`config.mk`:
```
export PLATFORM = sky130hd
export DESIGN_NAME = hires_lores_dot_colorizer_flat
export DESIGN_NICKNAME = d
export VERILOG_FILES = /design/src/hdl/hlc_pkg.sv /design/src/hdl/hlc_ifs.sv /design/src/hdl/hlc_front.sv /design/src/hdl/hlc_queue.sv /design/src/hdl/hlc_back.sv /design/src/hdl/hires_lores_dot_colorizer.sv /design/src/flat_wrapper.sv
export VERILOG_INCLUDE_DIRS = /design/src /design/src/hdl
export SDC_FILE = /design/constraint.sdc
export NUM_CORES = 1
export LEC_CHECK = 0
export ABC_AREA = 1
export BUFFER_PORTS_ARGS = -buffer_cell sky130_fd_sc_hd__clkbuf_2
export CORE_MARGIN = 1
export CORE_UTILIZATION = 49
export CTS_BUF_LIST = sky130_fd_sc_hd__clkbuf_8
export CTS_CLUSTER_SIZE = 24
export DETAILED_ROUTE_END_ITERATION = 8
export GPL_ROUTABILITY_DRIVEN = 1
export PLACE_DENSITY = 0.72
export SYNTH_ARGS = -nofsm -noshare
export SYNTH_HDL_FRONTEND = slang
export SYNTH_SLANG_ARGS = --single-unit
export TNS_END_PERCENT = 50
```
`constraint.sdc`:
```
create_clock -name clk -period 3.5 [get_ports clk]
set_clock_uncertainty 0.05 [all_clocks]
set_input_delay 0.175 -clock clk [delete_from_list [all_inputs] [get_ports clk]]
set_output_delay 0.175 -clock clk [all_outputs]
set_load 0.02 [all_outputs]
```
`src/hdl/hires_lores_dot_colorizer_macros.svh`:
```
// Assertion macros for the hi-res / lo-res dot colorizer.
// Included by the top level; no other dependencies.
`ifndef HIRES_LORES_DOT_COLORIZER_MACROS_SVH
`define HIRES_LORES_DOT_COLORIZER_MACROS_SVH

`ifndef ASSERT_OFF
// Overlapping implication, checked at every clock edge out of reset
`define HLC_ASSERT_IMP(lbl, clk, rst_n, pre, post, msg) \
	lbl: assert property (@(posedge clk) disable iff (!rst_n) (pre) |-> (post)) \
		else $error(msg);
// Non-overlapping implication, post checked in the next cycle
`define HLC_ASSERT_NXT(lbl, clk, rst_n, pre, post, msg) \
	lbl: assert property (@(posedge clk) disable iff (!rst_n) (pre) |=> (post)) \
		else $error(msg);
`else
`define HLC_ASSERT_IMP(lbl, clk, rst_n, pre, post, msg)
`define HLC_ASSERT_NXT(lbl, clk, rst_n, pre, post, msg)
`endif

`endif

```
`src/hdl/hlc_pkg.sv`:
```
// Shared types, constants and palette functions of the dot colorizer.
// No dependencies.
`default_nettype none
package hlc_pkg;

	localparam int unsigned DOTS_PER_BYTE = 7;
	localparam int unsigned DOT_W         = 3;
	localparam logic [DOT_W-1:0] LAST_DOT = 3'(DOTS_PER_BYTE - 1);

	localparam logic [23:0] BLACK_WORD = 24'h000000;
	localparam logic [23:0] WHITE_WORD = 24'hFFFFFF;
	localparam logic [23:0] MONO_GREEN = 24'h00FF00;

	// How the back end renders a byte
	typedef enum logic [1:0] {
		OP_HIRES = 2'd0,  // artifact color hi-res
		OP_MONO  = 2'd1,  // green monochrome hi-res
		OP_FLAT  = 2'd2   // seven dots of one precomputed color
	} op_t;

	// One classified byte, as queued between front and back
	typedef struct packed {
		op_t         op;
		logic [8:0]  bits9;       // left neighbour, dots 0..6, right neighbour
		logic        column_odd;
		logic        high_bit;
		logic [23:0] flat_color;
	} cmd_t;

	// Lo-res 16-entry palette
	function automatic logic [23:0] lores_color(input logic [3:0] idx);
		logic [23:0] c;
		unique case (idx)
			4'h0: c = 24'h000000;
			4'h1: c = 24'h7C0B93;
			4'h2: c = 24'hD3351F;
			4'h3: c = 24'hFF36BB;
			4'h4: c = 24'h0C7600;
			4'h5: c = 24'h7E7E7E;
			4'h6: c = 24'hE0A807;
			4'h7: c = 24'hFFAC9D;
			4'h8: c = 24'h004C62;
			4'h9: c = 24'h1D56F9;
			4'hA: c = 24'h7E7E7E;
			4'hB: c = 24'hEC81FF;
			4'hC: c = 24'h00C843;
			4'hD: c = 24'h16CDDC;
			4'hE: c = 24'h84F75D;
			4'hF: c = 24'hFFFFFF;
		endcase
		return c;
	endfunction

	// Artifact colors: code = {phase, bit 7}
	function automatic logic [23:0] artifact_color(input logic [1:0] code);
		logic [23:0] c;
		unique case (code)
			2'd0: c = 24'hFF36BB;  // purple
			2'd1: c = 24'hE0A807;  // blue
			2'd2: c = 24'h00C843;  // green
			2'd3: c = 24'h1D56F9;  // orange
		endcase
		return c;
	endfunction

endpackage
`default_nettype wire

```
`src/hdl/hlc_ifs.sv`:
```
// Valid/ready channel interfaces: byte input and dot output.
// Depends on nothing.
`default_nettype none
interface hlc_byte_if;
	logic       valid;
	logic       ready;
	logic       kind;
	logic [7:0] data_byte;
	logic       left_dot;
	logic       right_dot;
	logic       column_odd;
	logic       lower_half;

	modport source (output valid, kind, data_byte, left_dot, right_dot, column_odd,
		lower_half, input ready);
	modport sink (input valid, kind, data_byte, left_dot, right_dot, column_odd,
		lower_half, output ready);
endinterface

interface hlc_dot_if;
	logic        valid;
	logic        ready;
	logic [23:0] dot_color;
	logic        last_dot;

	modport source (output valid, dot_color, last_dot, input ready);
	modport sink (input valid, dot_color, last_dot, output ready);
endinterface
`default_nettype wire

```
`src/hdl/hlc_front.sv`:
```
// Front end: holds the monochrome register, accepts bytes and classifies them.
// Depends on hlc_pkg and hlc_byte_if.
`default_nettype none
module hlc_front (
	input  wire logic        clk,
	input  wire logic        arst_n,
	input  wire logic        cfg_we,
	input  wire logic        cfg_wdata,
	hlc_byte_if.sink         item,
	input  wire logic        q_full,
	output      logic        push,
	output      hlc_pkg::cmd_t cmd
);
	logic mono_q;
	logic [3:0] nibble;

	// Configuration register
	always_ff @(posedge clk or negedge arst_n) begin
		if (!arst_n) begin
			mono_q <= 1'b0;
		end else if (cfg_we) begin
			mono_q <= cfg_wdata;
		end
	end

	assign item.ready = !q_full;
	assign push       = item.valid && !q_full;
	assign nibble     = item.lower_half ? item.data_byte[7:4] : item.data_byte[3:0];

	// Classify the byte
	always_comb begin
		cmd.bits9      = {item.right_dot, item.data_byte[6:0], item.left_dot};
		cmd.column_odd = item.column_odd;
		cmd.high_bit   = item.data_byte[7];
		cmd.flat_color = hlc_pkg::BLACK_WORD;
		if (item.kind) begin
			cmd.op = hlc_pkg::OP_FLAT;
			if (!mono_q) begin
				cmd.flat_color = hlc_pkg::lores_color(nibble);
			end
		end else if (mono_q) begin
			cmd.op = hlc_pkg::OP_MONO;
		end else begin
			cmd.op = hlc_pkg::OP_HIRES;
		end
	end
endmodule
`default_nettype wire

```
`src/hdl/hlc_queue.sv`:
```
// Short command queue between front and back end.
// Depends on hlc_pkg.
`default_nettype none
module hlc_queue #(
	parameter int unsigned DEPTH = 2
) (
	input  wire logic          clk,
	input  wire logic          arst_n,
	input  wire logic          push,
	input  wire hlc_pkg::cmd_t din,
	input  wire logic          pop,
	output hlc_pkg::cmd_t      dout,
	output      logic          full,
	output      logic          empty
);
	localparam int unsigned PTR_W = (DEPTH > 1) ? $clog2(DEPTH) : 1;
	localparam int unsigned CNT_W = $clog2(DEPTH + 1);
	localparam logic [PTR_W-1:0] LAST_PTR = PTR_W'(DEPTH - 1);
	localparam logic [CNT_W-1:0] FULL_CNT = CNT_W'(DEPTH);

	hlc_pkg::cmd_t    mem [DEPTH];
	logic [PTR_W-1:0] wr_ptr_q, rd_ptr_q;
	logic [CNT_W-1:0] count_q;
	logic             do_push, do_pop;

	assign full    = (count_q == FULL_CNT);
	assign empty   = (count_q == '0);
	assign do_push = push && !full;
	assign do_pop  = pop && !empty;
	assign dout    = mem[rd_ptr_q];

	// Storage
	always_ff @(posedge clk) begin
		if (do_push) begin
			mem[wr_ptr_q] <= din;
		end
	end

	// Pointers and fill count
	always_ff @(posedge clk or negedge arst_n) begin
		if (!arst_n) begin
			wr_ptr_q <= '0;
			rd_ptr_q <= '0;
			count_q  <= '0;
		end else begin
			if (do_push) begin
				wr_ptr_q <= (wr_ptr_q == LAST_PTR) ? '0 : wr_ptr_q + 1'b1;
			end
			if (do_pop) begin
				rd_ptr_q <= (rd_ptr_q == LAST_PTR) ? '0 : rd_ptr_q + 1'b1;
			end
			if (do_push && !do_pop) begin
				count_q <= count_q + 1'b1;
			end else if (do_pop && !do_push) begin
				count_q <= count_q - 1'b1;
			end
		end
	end
endmodule
`default_nettype wire

```
`src/hdl/hlc_back.sv`:
```
// Back end: walks the seven dots of the queued byte into an output register.
// Depends on hlc_pkg and hlc_dot_if.
`default_nettype none
module hlc_back (
	input  wire logic          clk,
	input  wire logic          arst_n,
	input  wire hlc_pkg::cmd_t cmd,
	input  wire logic          q_empty,
	output      logic          pop,
	output      logic          at_first_dot,
	hlc_dot_if.source          dots
);
	logic [hlc_pkg::DOT_W-1:0] dot_q;
	logic                      out_valid_q;
	logic [23:0]               color_q;
	logic                      last_q;
	logic                      load;
	logic                      is_last;
	logic [8:0]                win;
	logic                      lft, self_dot, rgt, phase;
	logic [23:0]               color;

	assign load         = !q_empty && (!out_valid_q || dots.ready);
	assign is_last      = (dot_q == hlc_pkg::LAST_DOT);
	assign pop          = load && is_last;
	assign at_first_dot = (dot_q == '0);

	// Neighbourhood of the current dot
	assign win      = cmd.bits9 >> dot_q;
	assign lft      = win[0];
	assign self_dot = win[1];
	assign rgt      = win[2];
	assign phase    = cmd.column_odd ^ dot_q[0];

	// Dot color
	always_comb begin
		color = hlc_pkg::BLACK_WORD;
		unique case (cmd.op)
			hlc_pkg::OP_HIRES: begin
				if (self_dot) begin
					color = (lft || rgt) ? hlc_pkg::WHITE_WORD
						: hlc_pkg::artifact_color({phase, cmd.high_bit});
				end else if (lft && rgt) begin
					color = hlc_pkg::artifact_color({!phase, cmd.high_bit});
				end
			end
			hlc_pkg::OP_MONO: begin
				color = self_dot ? hlc_pkg::MONO_GREEN : hlc_pkg::BLACK_WORD;
			end
			hlc_pkg::OP_FLAT: begin
				color = cmd.flat_color;
			end
			default: begin
				color = hlc_pkg::BLACK_WORD;
			end
		endcase
	end

	// Dot counter and output valid
	always_ff @(posedge clk or negedge arst_n) begin
		if (!arst_n) begin
			dot_q       <= '0;
			out_valid_q <= 1'b0;
		end else begin
			if (load) begin
				dot_q       <= is_last ? '0 : dot_q + 1'b1;
				out_valid_q <= 1'b1;
			end else if (dots.ready) begin
				out_valid_q <= 1'b0;
			end
		end
	end

	// Output word
	always_ff @(posedge clk) begin
		if (load) begin
			color_q <= color;
			last_q  <= is_last;
		end
	end

	assign dots.valid     = out_valid_q;
	assign dots.dot_color = color_q;
	assign dots.last_dot  = last_q;
endmodule
`default_nettype wire

```
`src/hdl/hires_lores_dot_colorizer.sv`:
```
// Top level of the hi-res / lo-res dot colorizer.
// Depends on hlc_pkg, hlc_ifs, hlc_front, hlc_queue, hlc_back and the macros header.
//
// Usage:
//   item  : valid/ready byte channel (kind, data_byte, left_dot, right_dot,
//           column_odd, lower_half). A word is taken when valid and ready.
//   dots  : valid/ready dot channel; each byte gives seven words, left to right,
//           with last_dot set on the seventh.
//   cfg_we / cfg_wdata : writes the monochrome bit; write only while idle.
// Path: a taken byte is written into the queue, and its first dot is then registered in the output word.
// Throughput: one dot per cycle while dots.ready holds and the queue has a byte;
//   the back end's dot counter steps through the seven dots of each byte.
// The front end keeps taking bytes into a QUEUE_DEPTH-entry queue while the back
//   end is busy, so ready stays high until that queue is full.
// A stall on dots holds the current word and freezes the dot counter; the queue
//   then fills and item.ready drops.
// Reset clears the queue, the dot counter, the output valid and the
//   monochrome bit (color mode).
`default_nettype none
`include "hires_lores_dot_colorizer_macros.svh"
module hires_lores_dot_colorizer #(
	parameter int unsigned QUEUE_DEPTH = 2
) (
	input  wire logic clk,
	input  wire logic arst_n,
	input  wire logic cfg_we,
	input  wire logic cfg_wdata,
	hlc_byte_if.sink  item,
	hlc_dot_if.source dots
);
	hlc_pkg::cmd_t in_cmd, head_cmd;
	logic          push, pop, q_full, q_empty, at_first_dot;

	// Accept and classify
	hlc_front u_front (
		.clk       (clk),
		.arst_n    (arst_n),
		.cfg_we    (cfg_we),
		.cfg_wdata (cfg_wdata),
		.item      (item),
		.q_full    (q_full),
		.push      (push),
		.cmd       (in_cmd)
	);

	// Decoupling queue
	hlc_queue #(
		.DEPTH (QUEUE_DEPTH)
	) u_queue (
		.clk    (clk),
		.arst_n (arst_n),
		.push   (push),
		.din    (in_cmd),
		.pop    (pop),
		.dout   (head_cmd),
		.full   (q_full),
		.empty  (q_empty)
	);

	// Render dots
	hlc_back u_back (
		.clk          (clk),
		.arst_n       (arst_n),
		.cmd          (head_cmd),
		.q_empty      (q_empty),
		.pop          (pop),
		.at_first_dot (at_first_dot),
		.dots         (dots)
	);

	// Checks
	`HLC_ASSERT_NXT(a_push_fills, clk, arst_n, item.valid && item.ready, !q_empty, "accepted byte not queued")
	`HLC_ASSERT_IMP(a_full_stalls, clk, arst_n, q_full, !item.ready, "ready high with queue full")
	`HLC_ASSERT_IMP(a_last_wraps, clk, arst_n, dots.valid && dots.last_dot, at_first_dot, "dot counter not wrapped after last dot")
endmodule
`default_nettype wire

```
`src/flat_wrapper.sv`:
```
// flat-port wrapper written by rule: the top's interface ports become plain ports
module hires_lores_dot_colorizer_flat 
#(
	parameter int unsigned QUEUE_DEPTH = 2
)
  (clk, arst_n, cfg_we, cfg_wdata, item_valid, item_kind, item_data_byte, item_left_dot, item_right_dot, item_column_odd, item_lower_half, item_ready, dots_valid, dots_dot_color, dots_last_dot, dots_ready);
  hlc_byte_if item_i ();
  hlc_dot_if dots_i ();
  input  wire logic clk;
  input  wire logic arst_n;
  input  wire logic cfg_we;
  input  wire logic cfg_wdata;
  input wire logic [$bits(item_i.valid)-1:0] item_valid;
  input wire logic [$bits(item_i.kind)-1:0] item_kind;
  input wire logic [$bits(item_i.data_byte)-1:0] item_data_byte;
  input wire logic [$bits(item_i.left_dot)-1:0] item_left_dot;
  input wire logic [$bits(item_i.right_dot)-1:0] item_right_dot;
  input wire logic [$bits(item_i.column_odd)-1:0] item_column_odd;
  input wire logic [$bits(item_i.lower_half)-1:0] item_lower_half;
  output wire logic [$bits(item_i.ready)-1:0] item_ready;
  output wire logic [$bits(dots_i.valid)-1:0] dots_valid;
  output wire logic [$bits(dots_i.dot_color)-1:0] dots_dot_color;
  output wire logic [$bits(dots_i.last_dot)-1:0] dots_last_dot;
  input wire logic [$bits(dots_i.ready)-1:0] dots_ready;
  assign item_i.valid = item_valid;
  assign item_i.kind = item_kind;
  assign item_i.data_byte = item_data_byte;
  assign item_i.left_dot = item_left_dot;
  assign item_i.right_dot = item_right_dot;
  assign item_i.column_odd = item_column_odd;
  assign item_i.lower_half = item_lower_half;
  assign item_ready = item_i.ready;
  assign dots_valid = dots_i.valid;
  assign dots_dot_color = dots_i.dot_color;
  assign dots_last_dot = dots_i.last_dot;
  assign dots_i.ready = dots_ready;
  hires_lores_dot_colorizer #(.QUEUE_DEPTH(QUEUE_DEPTH)) u_core (.clk(clk), .arst_n(arst_n), .cfg_we(cfg_we), .cfg_wdata(cfg_wdata), .item(item_i), .dots(dots_i));
endmodule
```
==> results.txt, run 1 <==
The clock passes through at most 2 buffers. The total number of nets in the final design is 622. In this run the mean area of a mapped cell was 10.1 sq um.

The count of unique library cells instantiated by Yosys is 39. The number of fillers in the final layout came out at 912. The initial antenna violation count came out at 0.

The worst path needs 2.68 ns of the cycle, external delays included. The first-iteration detailed-routing DRC count came out at 248. The width of the die is 106 um. The number of cell rows came out at 37. The share of post-route cells with drive strength above 1 came out at 18.6%. The run finished with clean final reports. The data arrival time of the worst path came out at 2.76 ns.

The average detailed-routed wire length per instance is 14.4 um. 0 antenna diodes ended up in the layout. The starting density of the core is 50.8%. The area added between synthesis and finish is 12.9%. The post-layout instance area came out at 0.00597 sq mm.

The post-cts sizing count is 0. After layout, the worst path uses 76.7% of the clock period. The worst setup path category is flop to flop. The detail route stage leaves a number of antenna-violating nets equal to 0. The core outline area came out at 0.0104 sq mm.

The number of standard cells after synthesis is 524. In the global route stage, overall resource usage came out at 20.3%. The top achievable clock speed came out at 0.373 GHz. After detailed routing, the total wire length is 10500 um. In this run the vertical extent of the chip is 106 um. Setup repair after global routing left no endpoint under its margin. VDD sags by at most 0.389 mV. The clock transition at the register clock pins on the worst setup and hold paths after CTS came out at 0.10 ns. TritonCTS built the clock tree. The global-route wire length before repair is 17500 um. The analysis attributes to cell leakage a power of 2.64 nW. The total count of max-transition violations in the final report is 0.

The routed layout has 3713 vias. The cell at the root of the clock tree is sky130_fd_sc_hd__clkbuf_8. The number of max-capacitance violations reported is 0.

The core occupancy in the finished layout came out at 57.3%. The via count of the first global-routing pass was 3561. For this run, the leading register cell type out of synthesis is sky130_fd_sc_hd__edfxtp_1. The last weighted congestion value of the routability-driven placer came out at 0.921. The slew at the pin with the worst max-slew slack came out at 1.14 ns. The per-cell via count in the routed design is 5.11. In this run the tightest slew margin relative to its limit is 24.1%. The worst hold path belongs to the class input pin to async pin. Yosys printed 0 warnings. The maximum level of the CTS H-tree came out at 3. For this design the ratio of total power to cell area is 865 mW/mm^2. The area of the die is 0.0112 sq mm.

The total of endpoints with negative setup slack in the final report came out at 0. The number of I/O pins is 46. STA classifies the critical path startpoint as a flop. The count of endpoints failing hold in the final timing report is 0.

Summing the sequential cell areas from Yosys gives 60.5% of the chip area. The clock buffer count from CTS came out at 9. The post-CTS setup-driven buffer insertion count is 0. Data on the critical path is required at its endpoint by 3.57 ns.

The number of port buffers is 45. The number of sinks on the clock net is 108. The number of nets in the synthesized netlist is 560. The synthesized area is 0.00529 sq mm. The number of enable flip-flop cells after synthesis is 99. Along the worst path, the maximum fanout reaches 11. The multi-input combinational cells in the finished layout cover a total of 0.00183 sq mm. The setup TNS came out at 0 ns. The later pin in the worst-skew pair is clocked with a latency of 0.37 ns. The maximum number of pins on one net before global-route repair came out at 39. The total placed instance area came out at 0.00564 sq mm. Of all flip-flops after synthesis, the portion carrying an async set or reset was 8.33%. The detailed-routing iteration count for the pre-antenna-repair pass is 5.

The final global-route overflow total is 0. The post-detailed-placement half-perimeter wirelength came out at 7340 um. Synthesis inferred 108 register bits. The worst setup path is captured at a flop.

The sequential cell area in the final layout came out at 0.00320 sq mm. The residual DRC count is 0.
[critical path: stages, from the launching register on]
cell,delay [ns]
sky130_fd_sc_hd__dfrtp_1,0.54
sky130_fd_sc_hd__clkinv_1,0.35
sky130_fd_sc_hd__xor2_1,0.40
sky130_fd_sc_hd__inv_1,0.16
sky130_fd_sc_hd__ha_1,0.38
sky130_fd_sc_hd__nand3_1,0.10
sky130_fd_sc_hd__nand2_1,0.08
sky130_fd_sc_hd__nand2_1,0.06
sky130_fd_sc_hd__nand2_2,0.26
sky130_fd_sc_hd__nand2_2,0.08
[state kept, by name, summed over array words and instances, names as in the netlist]
signal	count
u_core.u_back.dot_q	3
u_core.u_back.dots.dot_color	24
u_core.u_back.dots.last_dot	1
u_core.u_back.dots.valid	1
u_core.u_front.mono_q	1
u_core.u_queue.count_q	2
u_core.u_queue.mem	74
u_core.u_queue.rd_ptr_q	1
u_core.u_queue.wr_ptr_q	1
[report_power, final]
group	leakage (nW)	switching [W]	internal (W)
registers	1.06	0.000148	0.00197
logic	1.49	0.00166	0.000717
clock network	0.0918	0.000412	0.000256
total	2.64	0.00222	0.00294
[metrics by stage]
| stage | setup WS [ns] | total power [W] | hold slack [ns] | std cells |
|---|---|---|---|---|
| global placement | 0.968 | 0.00446 | 0.00312 | 695 |
| finish | 0.816 | 0.00517 | 0.183 | 727 |
| global route | 0.650 | 0.00557 | 0.174 | 727 |
| CTS | 0.826 | 0.00519 | 0.135 | 727 |
| detailed placement | 0.832 | 0.00453 | 0.00421 | 695 |
| floorplan | 0.207 | 0.00394 | -0.171 | 524 |
[metal layers]
metal	part of all wire, %	wire (um)	GRT usage [%]
met1	48	5010	28.5
met2	46	4790	32.2
met3	4.8	504	2.97
met4	1.5	152	7.24
met5	0	0	0
[final timing paths]
kind / from / endpoint / slack [ns] / cells past startpoint
max: u_core.u_back.dot_q[0] / u_core.u_back.dots.dot_color[7] / 0.82 / 9
min: arst_n / u_core.u_back.dot_q[1] / 0.18 / 2
max reg2reg: u_core.u_back.dot_q[0] / u_core.u_back.dots.dot_color[7] / 0.82 / 9
min reg2reg: u_core.u_queue.count_q[0] / u_core.u_queue.count_q[0] / 0.43 / 1
max in group asynchronous: arst_n / u_core.u_back.dot_q[0] / 2.99 / 2
min in group clk: item_valid / u_core.u_queue.wr_ptr_q / 0.20 / 5
[cells by family (layout without fill, tap and decap cells)]
| group | count (synthesis) | after routing | share of synthesized area (%) |
|---|---|---|---|
| AND/OR/NAND/NOR | 277 | 277 | 23.4 |
| flip-flops | 108 | 108 | 60.5 |
| buffers and inverters | 63 | 130 | 5.21 |
| AO/OA/AOI/OAI | 54 | 54 | 5.99 |
| adder cells (fa/ha/maj) | 17 | 17 | 4.02 |
| XOR/XNOR | 4 | 4 | 0.663 |
| multiplexers | 1 | 1 | 0.260 |
[area by class of cell]
class,instances,share of cell area [%]
Timing Repair Buffer,66,7.08
Tap cell,136,2.85
Clock inverter,7,0.775
Inverter,48,3.04
Multi-Input combinational cell,353,30.6
Sequential cell,108,53.6
Clock buffer,9,2.07
[layout by cell type, fill, tap and decap left out, drive strengths merged]
| cell type | synthesis | layout |
|---|---|---|
| a21oi | 14 | 14 |
| o211ai | 10 | 10 |
| o21ai | 26 | 26 |
| nor2 | 51 | 51 |
| buf | 11 | 5 |
| ha | 17 | 17 |
| mux2i | 1 | 1 |
| nor4 | 1 | 1 |
| inv | 45 | 47 |
| xnor2 | 1 | 1 |
| clkinvlp | 0 | 1 |
| a31oi | 1 | 1 |
| nand2 | 167 | 167 |
| or2 | 11 | 11 |
| dfrtp | 9 | 9 |
| o31ai | 1 | 1 |
| xor2 | 3 | 3 |
| dlygate4sd3 | 0 | 16 |
| o221ai | 1 | 1 |
| o211a | 1 | 1 |
| nand4 | 1 | 1 |
| clkbuf | 4 | 54 |
| edfxtp | 99 | 99 |
| nor3 | 5 | 5 |
| nand3 | 41 | 41 |
| clkinv | 3 | 7 |
[synth_stat cells (2+ instances only)]
cell | count | area, sq um
sky130_fd_sc_hd__nand2_4 | 2 | 22.5
sky130_fd_sc_hd__nand2_2 | 15 | 93.8
sky130_fd_sc_hd__nor3_1 | 5 | 25.0
sky130_fd_sc_hd__xor2_1 | 3 | 26.3
sky130_fd_sc_hd__or2_2 | 9 | 56.3
sky130_fd_sc_hd__inv_1 | 39 | 146
sky130_fd_sc_hd__o21ai_1 | 3 | 15.0
sky130_fd_sc_hd__inv_2 | 6 | 22.5
sky130_fd_sc_hd__edfxtp_1 | 99 | 2970
sky130_fd_sc_hd__buf_2 | 6 | 30.0
sky130_fd_sc_hd__nand3_1 | 37 | 185
sky130_fd_sc_hd__or2_1 | 2 | 12.5
sky130_fd_sc_hd__o211ai_1 | 9 | 67.6
sky130_fd_sc_hd__ha_1 | 17 | 213
sky130_fd_sc_hd__dfrtp_1 | 9 | 225
sky130_fd_sc_hd__a21oi_1 | 14 | 70.1
sky130_fd_sc_hd__clkbuf_1 | 4 | 15.0
sky130_fd_sc_hd__buf_6 | 4 | 45.0
sky130_fd_sc_hd__clkinv_1 | 2 | 7.51
sky130_fd_sc_hd__nor2_1 | 48 | 180
sky130_fd_sc_hd__o21ai_0 | 22 | 110
sky130_fd_sc_hd__nand3_2 | 3 | 30.0
sky130_fd_sc_hd__nand2_1 | 150 | 563
[timing repair]
item / 4_1_cts / 5_1_grt
hold endpoints to repair: 35 / 0
endpoints found under the setup margin: 0 / 0
hold buffers: 16 / 0
(Power assumes the default switching activity.)
==> inputs of run 2 (changes only) <==
==> constraint.sdc (replaced) <==
create_clock -name clk -period 2.5 [get_ports clk]
set_clock_uncertainty 0.05 [all_clocks]
set_input_delay 0.125 -clock clk [delete_from_list [all_inputs] [get_ports clk]]
set_output_delay 0.125 -clock clk [all_outputs]
set_load 0.02 [all_outputs]
==> results.txt, run 2 (synthesized netlist as in run 1, its figures left out) <==
The worst max-slew margin expressed relative to the limit was 64.1% (+40 points). The number of standard cells in the layout, taps in and fillers out is 735 (+1.1%). The width of the die is 106 um (unchanged). The maximum number of pins on one net before global-route repair is 39 (unchanged). The last weighted congestion value of the routability-driven placer came out at 0.869 (-5.6%). The switching power is 0.00314 W (+41%). The global-route wire length before repair came out at 18000 um (+3.2%). The min-delay analysis places its worst path in the category input pin to async pin. The total internal power came out at 0.00427 W (+45%). Counting stages on the worst path, the most repeated cell is sky130_fd_sc_hd__nor3_1. The post-detailed-placement half-perimeter wirelength was 7600 um (+3.5%). The via count of the first global-routing pass came to 3654 (+2.6%). The core outline area is 0.0104 sq mm (unchanged). The die boundary height came out at 106 um (unchanged). The worst hold slack after final layout was 0.111 ns (-0.0718 ns). The clock buffer count from CTS is 9 (unchanged).

The count of endpoints failing hold in the final timing report came to 0 (unchanged). The maximum root-to-sink buffer count came out at 2 (unchanged). The residual antenna-violating net count after detailed routing is 0 (unchanged). The number of cell rows came to 37 (unchanged). The starting density of the core is 50.8% (unchanged).

Traced cell by cell, the critical path runs through dlygate4sd3_1, clkbuf_2, or2_1, o21ai_1, inv_1, ha_1, nor2_1, nor3_1, nor3_1. The total wire length after detailed routing came out at 10900 um (+4.2%). The setup TNS is 0 ns (unchanged). The clock transition at the register clock pins on the worst setup and hold paths after CTS is 0.10 ns (about the same). Counting flops per register, the top entry is u_core.u_queue.mem.

The largest driver fanout on the critical path came out at 7 (-4). The data arrival time of the worst path came to 2.39 ns (-0.37 ns). The final antenna diode count was 0 (unchanged). The core occupancy in the finished layout came out at 58.1% (+0.82 points). The sequential fraction of design power is 39.8% (-1.2 points). Setup repair after global routing left no endpoint under its margin.

The run finished with clean final reports. The data required time of the critical path is 2.57 ns (-1.00 ns). The post-CTS setup-driven buffer insertion count is 0 (unchanged). TritonCTS built the clock tree. The average detailed-routed wire length per instance is 14.8 um (+3.1%).

The final global-route overflow total is 0 (unchanged). The slew at the pin with the worst max-slew slack came out at 0.538 ns (-0.598 ns). The switching share of power came out at 42.4% (-0.66 points).

The number of placed instances with taps included came out at 703 (+1.2%). The number of fillers in the final layout came to 888 (-2.6%). The post-cts sizing count came out at 0 (unchanged). The total global-route track usage came out at 21.1% (+0.86 points).

The residual DRC count is 0 (unchanged). In the layout the commonest cells are sky130_fd_sc_hd__nand2_1, sky130_fd_sc_hd__edfxtp_1, sky130_fd_sc_hd__nor2_1. The worst setup margin is 0.181 ns (-0.635 ns). The overall via count from detail_route is 3797 (+2.3%). The total count of max-transition violations in the final report came out at 0 (unchanged). The maximum level of the CTS H-tree was 3 (unchanged).

The number of flip-flops under the largest register name came to 74 (unchanged). The time the worst path needs with I/O delays and setup is 2.32 ns. For this design, the slowest cell found on the critical path is sky130_fd_sc_hd__dlygate4sd3_1.

The number of port buffers came out at 45 (unchanged). The number of hold buffers added after CTS is 16 (unchanged). The total number of nets in the final design is 630 (+1.3%). The leakage power came to 2.68 nW (+1.6%). The power density relative to cell area is 1220 mW/mm^2 (+41%).

The longest individual stage delay on the worst path is 0.54 ns (about the same). The worst slack at placement came out at 0.227 ns (-0.605 ns). Leaving out fill and tap cells, the most frequent cell in the layout is sky130_fd_sc_hd__nand2_1. The tree is rooted in a sky130_fd_sc_hd__clkbuf_8. The total of endpoints with negative setup slack in the final report is 0 (unchanged). The number of max-capacitance violations reported came out at 0 (unchanged). STA classifies the critical path endpoint as a flop. The top achievable clock speed came out at 0.431 GHz. The share of post-route cells with drive strength above 1 came out at 19.7% (+1.1 points). The number of I/O pins came out at 46 (unchanged).

The combinational group share of total power was 46.3% (+0.2 points). The initial antenna violation count came out at 0 (unchanged). The worst vdd rail ir drop came to 0.620 mV (+60%). The part of the power in the clock network was 14.0% (+1.1 points). The critical path is of the input pin to flop type. The detailed-routing iteration count for the pre-antenna-repair pass came out at 5 (unchanged). Compared with the post-synthesis result, the final layout area differs by 14.5%. The worst setup path is launched from an input pin. The number of sinks on the clock net came out at 108 (unchanged).

The area of the die was 0.0112 sq mm (unchanged). The insertion delay to the later sink of the worst-skew pair is 0.37 ns (about the same). The per-cell via count in the routed design came out at 5.17 (+1.1%). The first-iteration detailed-routing DRC count came out at 222 (-10%).

The share of the clock period used by the worst path after layout is 92.8%.
run 2: metal layers:
layer / global-route usage [%] / vias up / routed length [um]
li1: - / 1887 / -
met5: 0 / - / 0
met1: 30.1 / 1748 / 5170
met3: 4.27 / 18 / 640
met4: 9.13 / 0 / 222
met2: 31.4 / 144 / 4870
run 2: per-stage QoR:
stage / area [sq um] / power [W]
floorplan: 5300 / 0.00551
global placement: 5710 / 0.00632
detailed placement: 5710 / 0.00639
CTS: 6060 / 0.00745
global route: 6060 / 0.00796
finish: 6060 / 0.00741
run 2: critical path: cells and delay by family:
kind	cells	cell delay, ns
and+or+nand+nor	4	0.92
buffers and inverters	3	0.90
AOI/OAI and AO/OA	1	0.20
adders and majority gates	1	0.23
run 2: final cells by class:
class | instances | area [sq um] | share of cell area, %
sequential | 108 | 3200 | 52.8
multi-input combinational | 353 | 1830 | 30.3
timing repair buffer | 74 | 483 | 7.98
inverter | 48 | 181 | 3.00
tap | 136 | 170 | 2.81
clock buffer | 9 | 124 | 2.05
clock inverter | 7 | 66.3 | 1.10
run 2: path summary, 6_finish.rpt:
path                                                    end  slack, ns  cells after the start                       from
setup / recovery                  u_core.u_queue.mem[0][11]       0.18                      9          item_data_byte[5]
hold / removal                       u_core.u_back.dot_q[0]       0.11                      2                     arst_n
setup reg to reg           u_core.u_back.dots.dot_color[18]       0.20                      7    u_core.u_queue.rd_ptr_q
hold reg to reg                   u_core.u_queue.count_q[0]       0.44                      1  u_core.u_queue.count_q[0]
max in group asynchronous            u_core.u_back.dot_q[2]       2.09                      2                     arst_n
min in group clk                    u_core.u_queue.wr_ptr_q       0.20                      5                 item_valid
run 2: power groups by stage:
stage,Clock [W],Combinational [W],Sequential (W)
after floorplan,0,0.00227,0.00324
final,0.00103,0.00343,0.00295
after global routing,0.00112,0.00385,0.00300
after detailed placement,0,0.00340,0.00299
after CTS,0.00106,0.00343,0.00295
after global placement,0,0.00334,0.00297
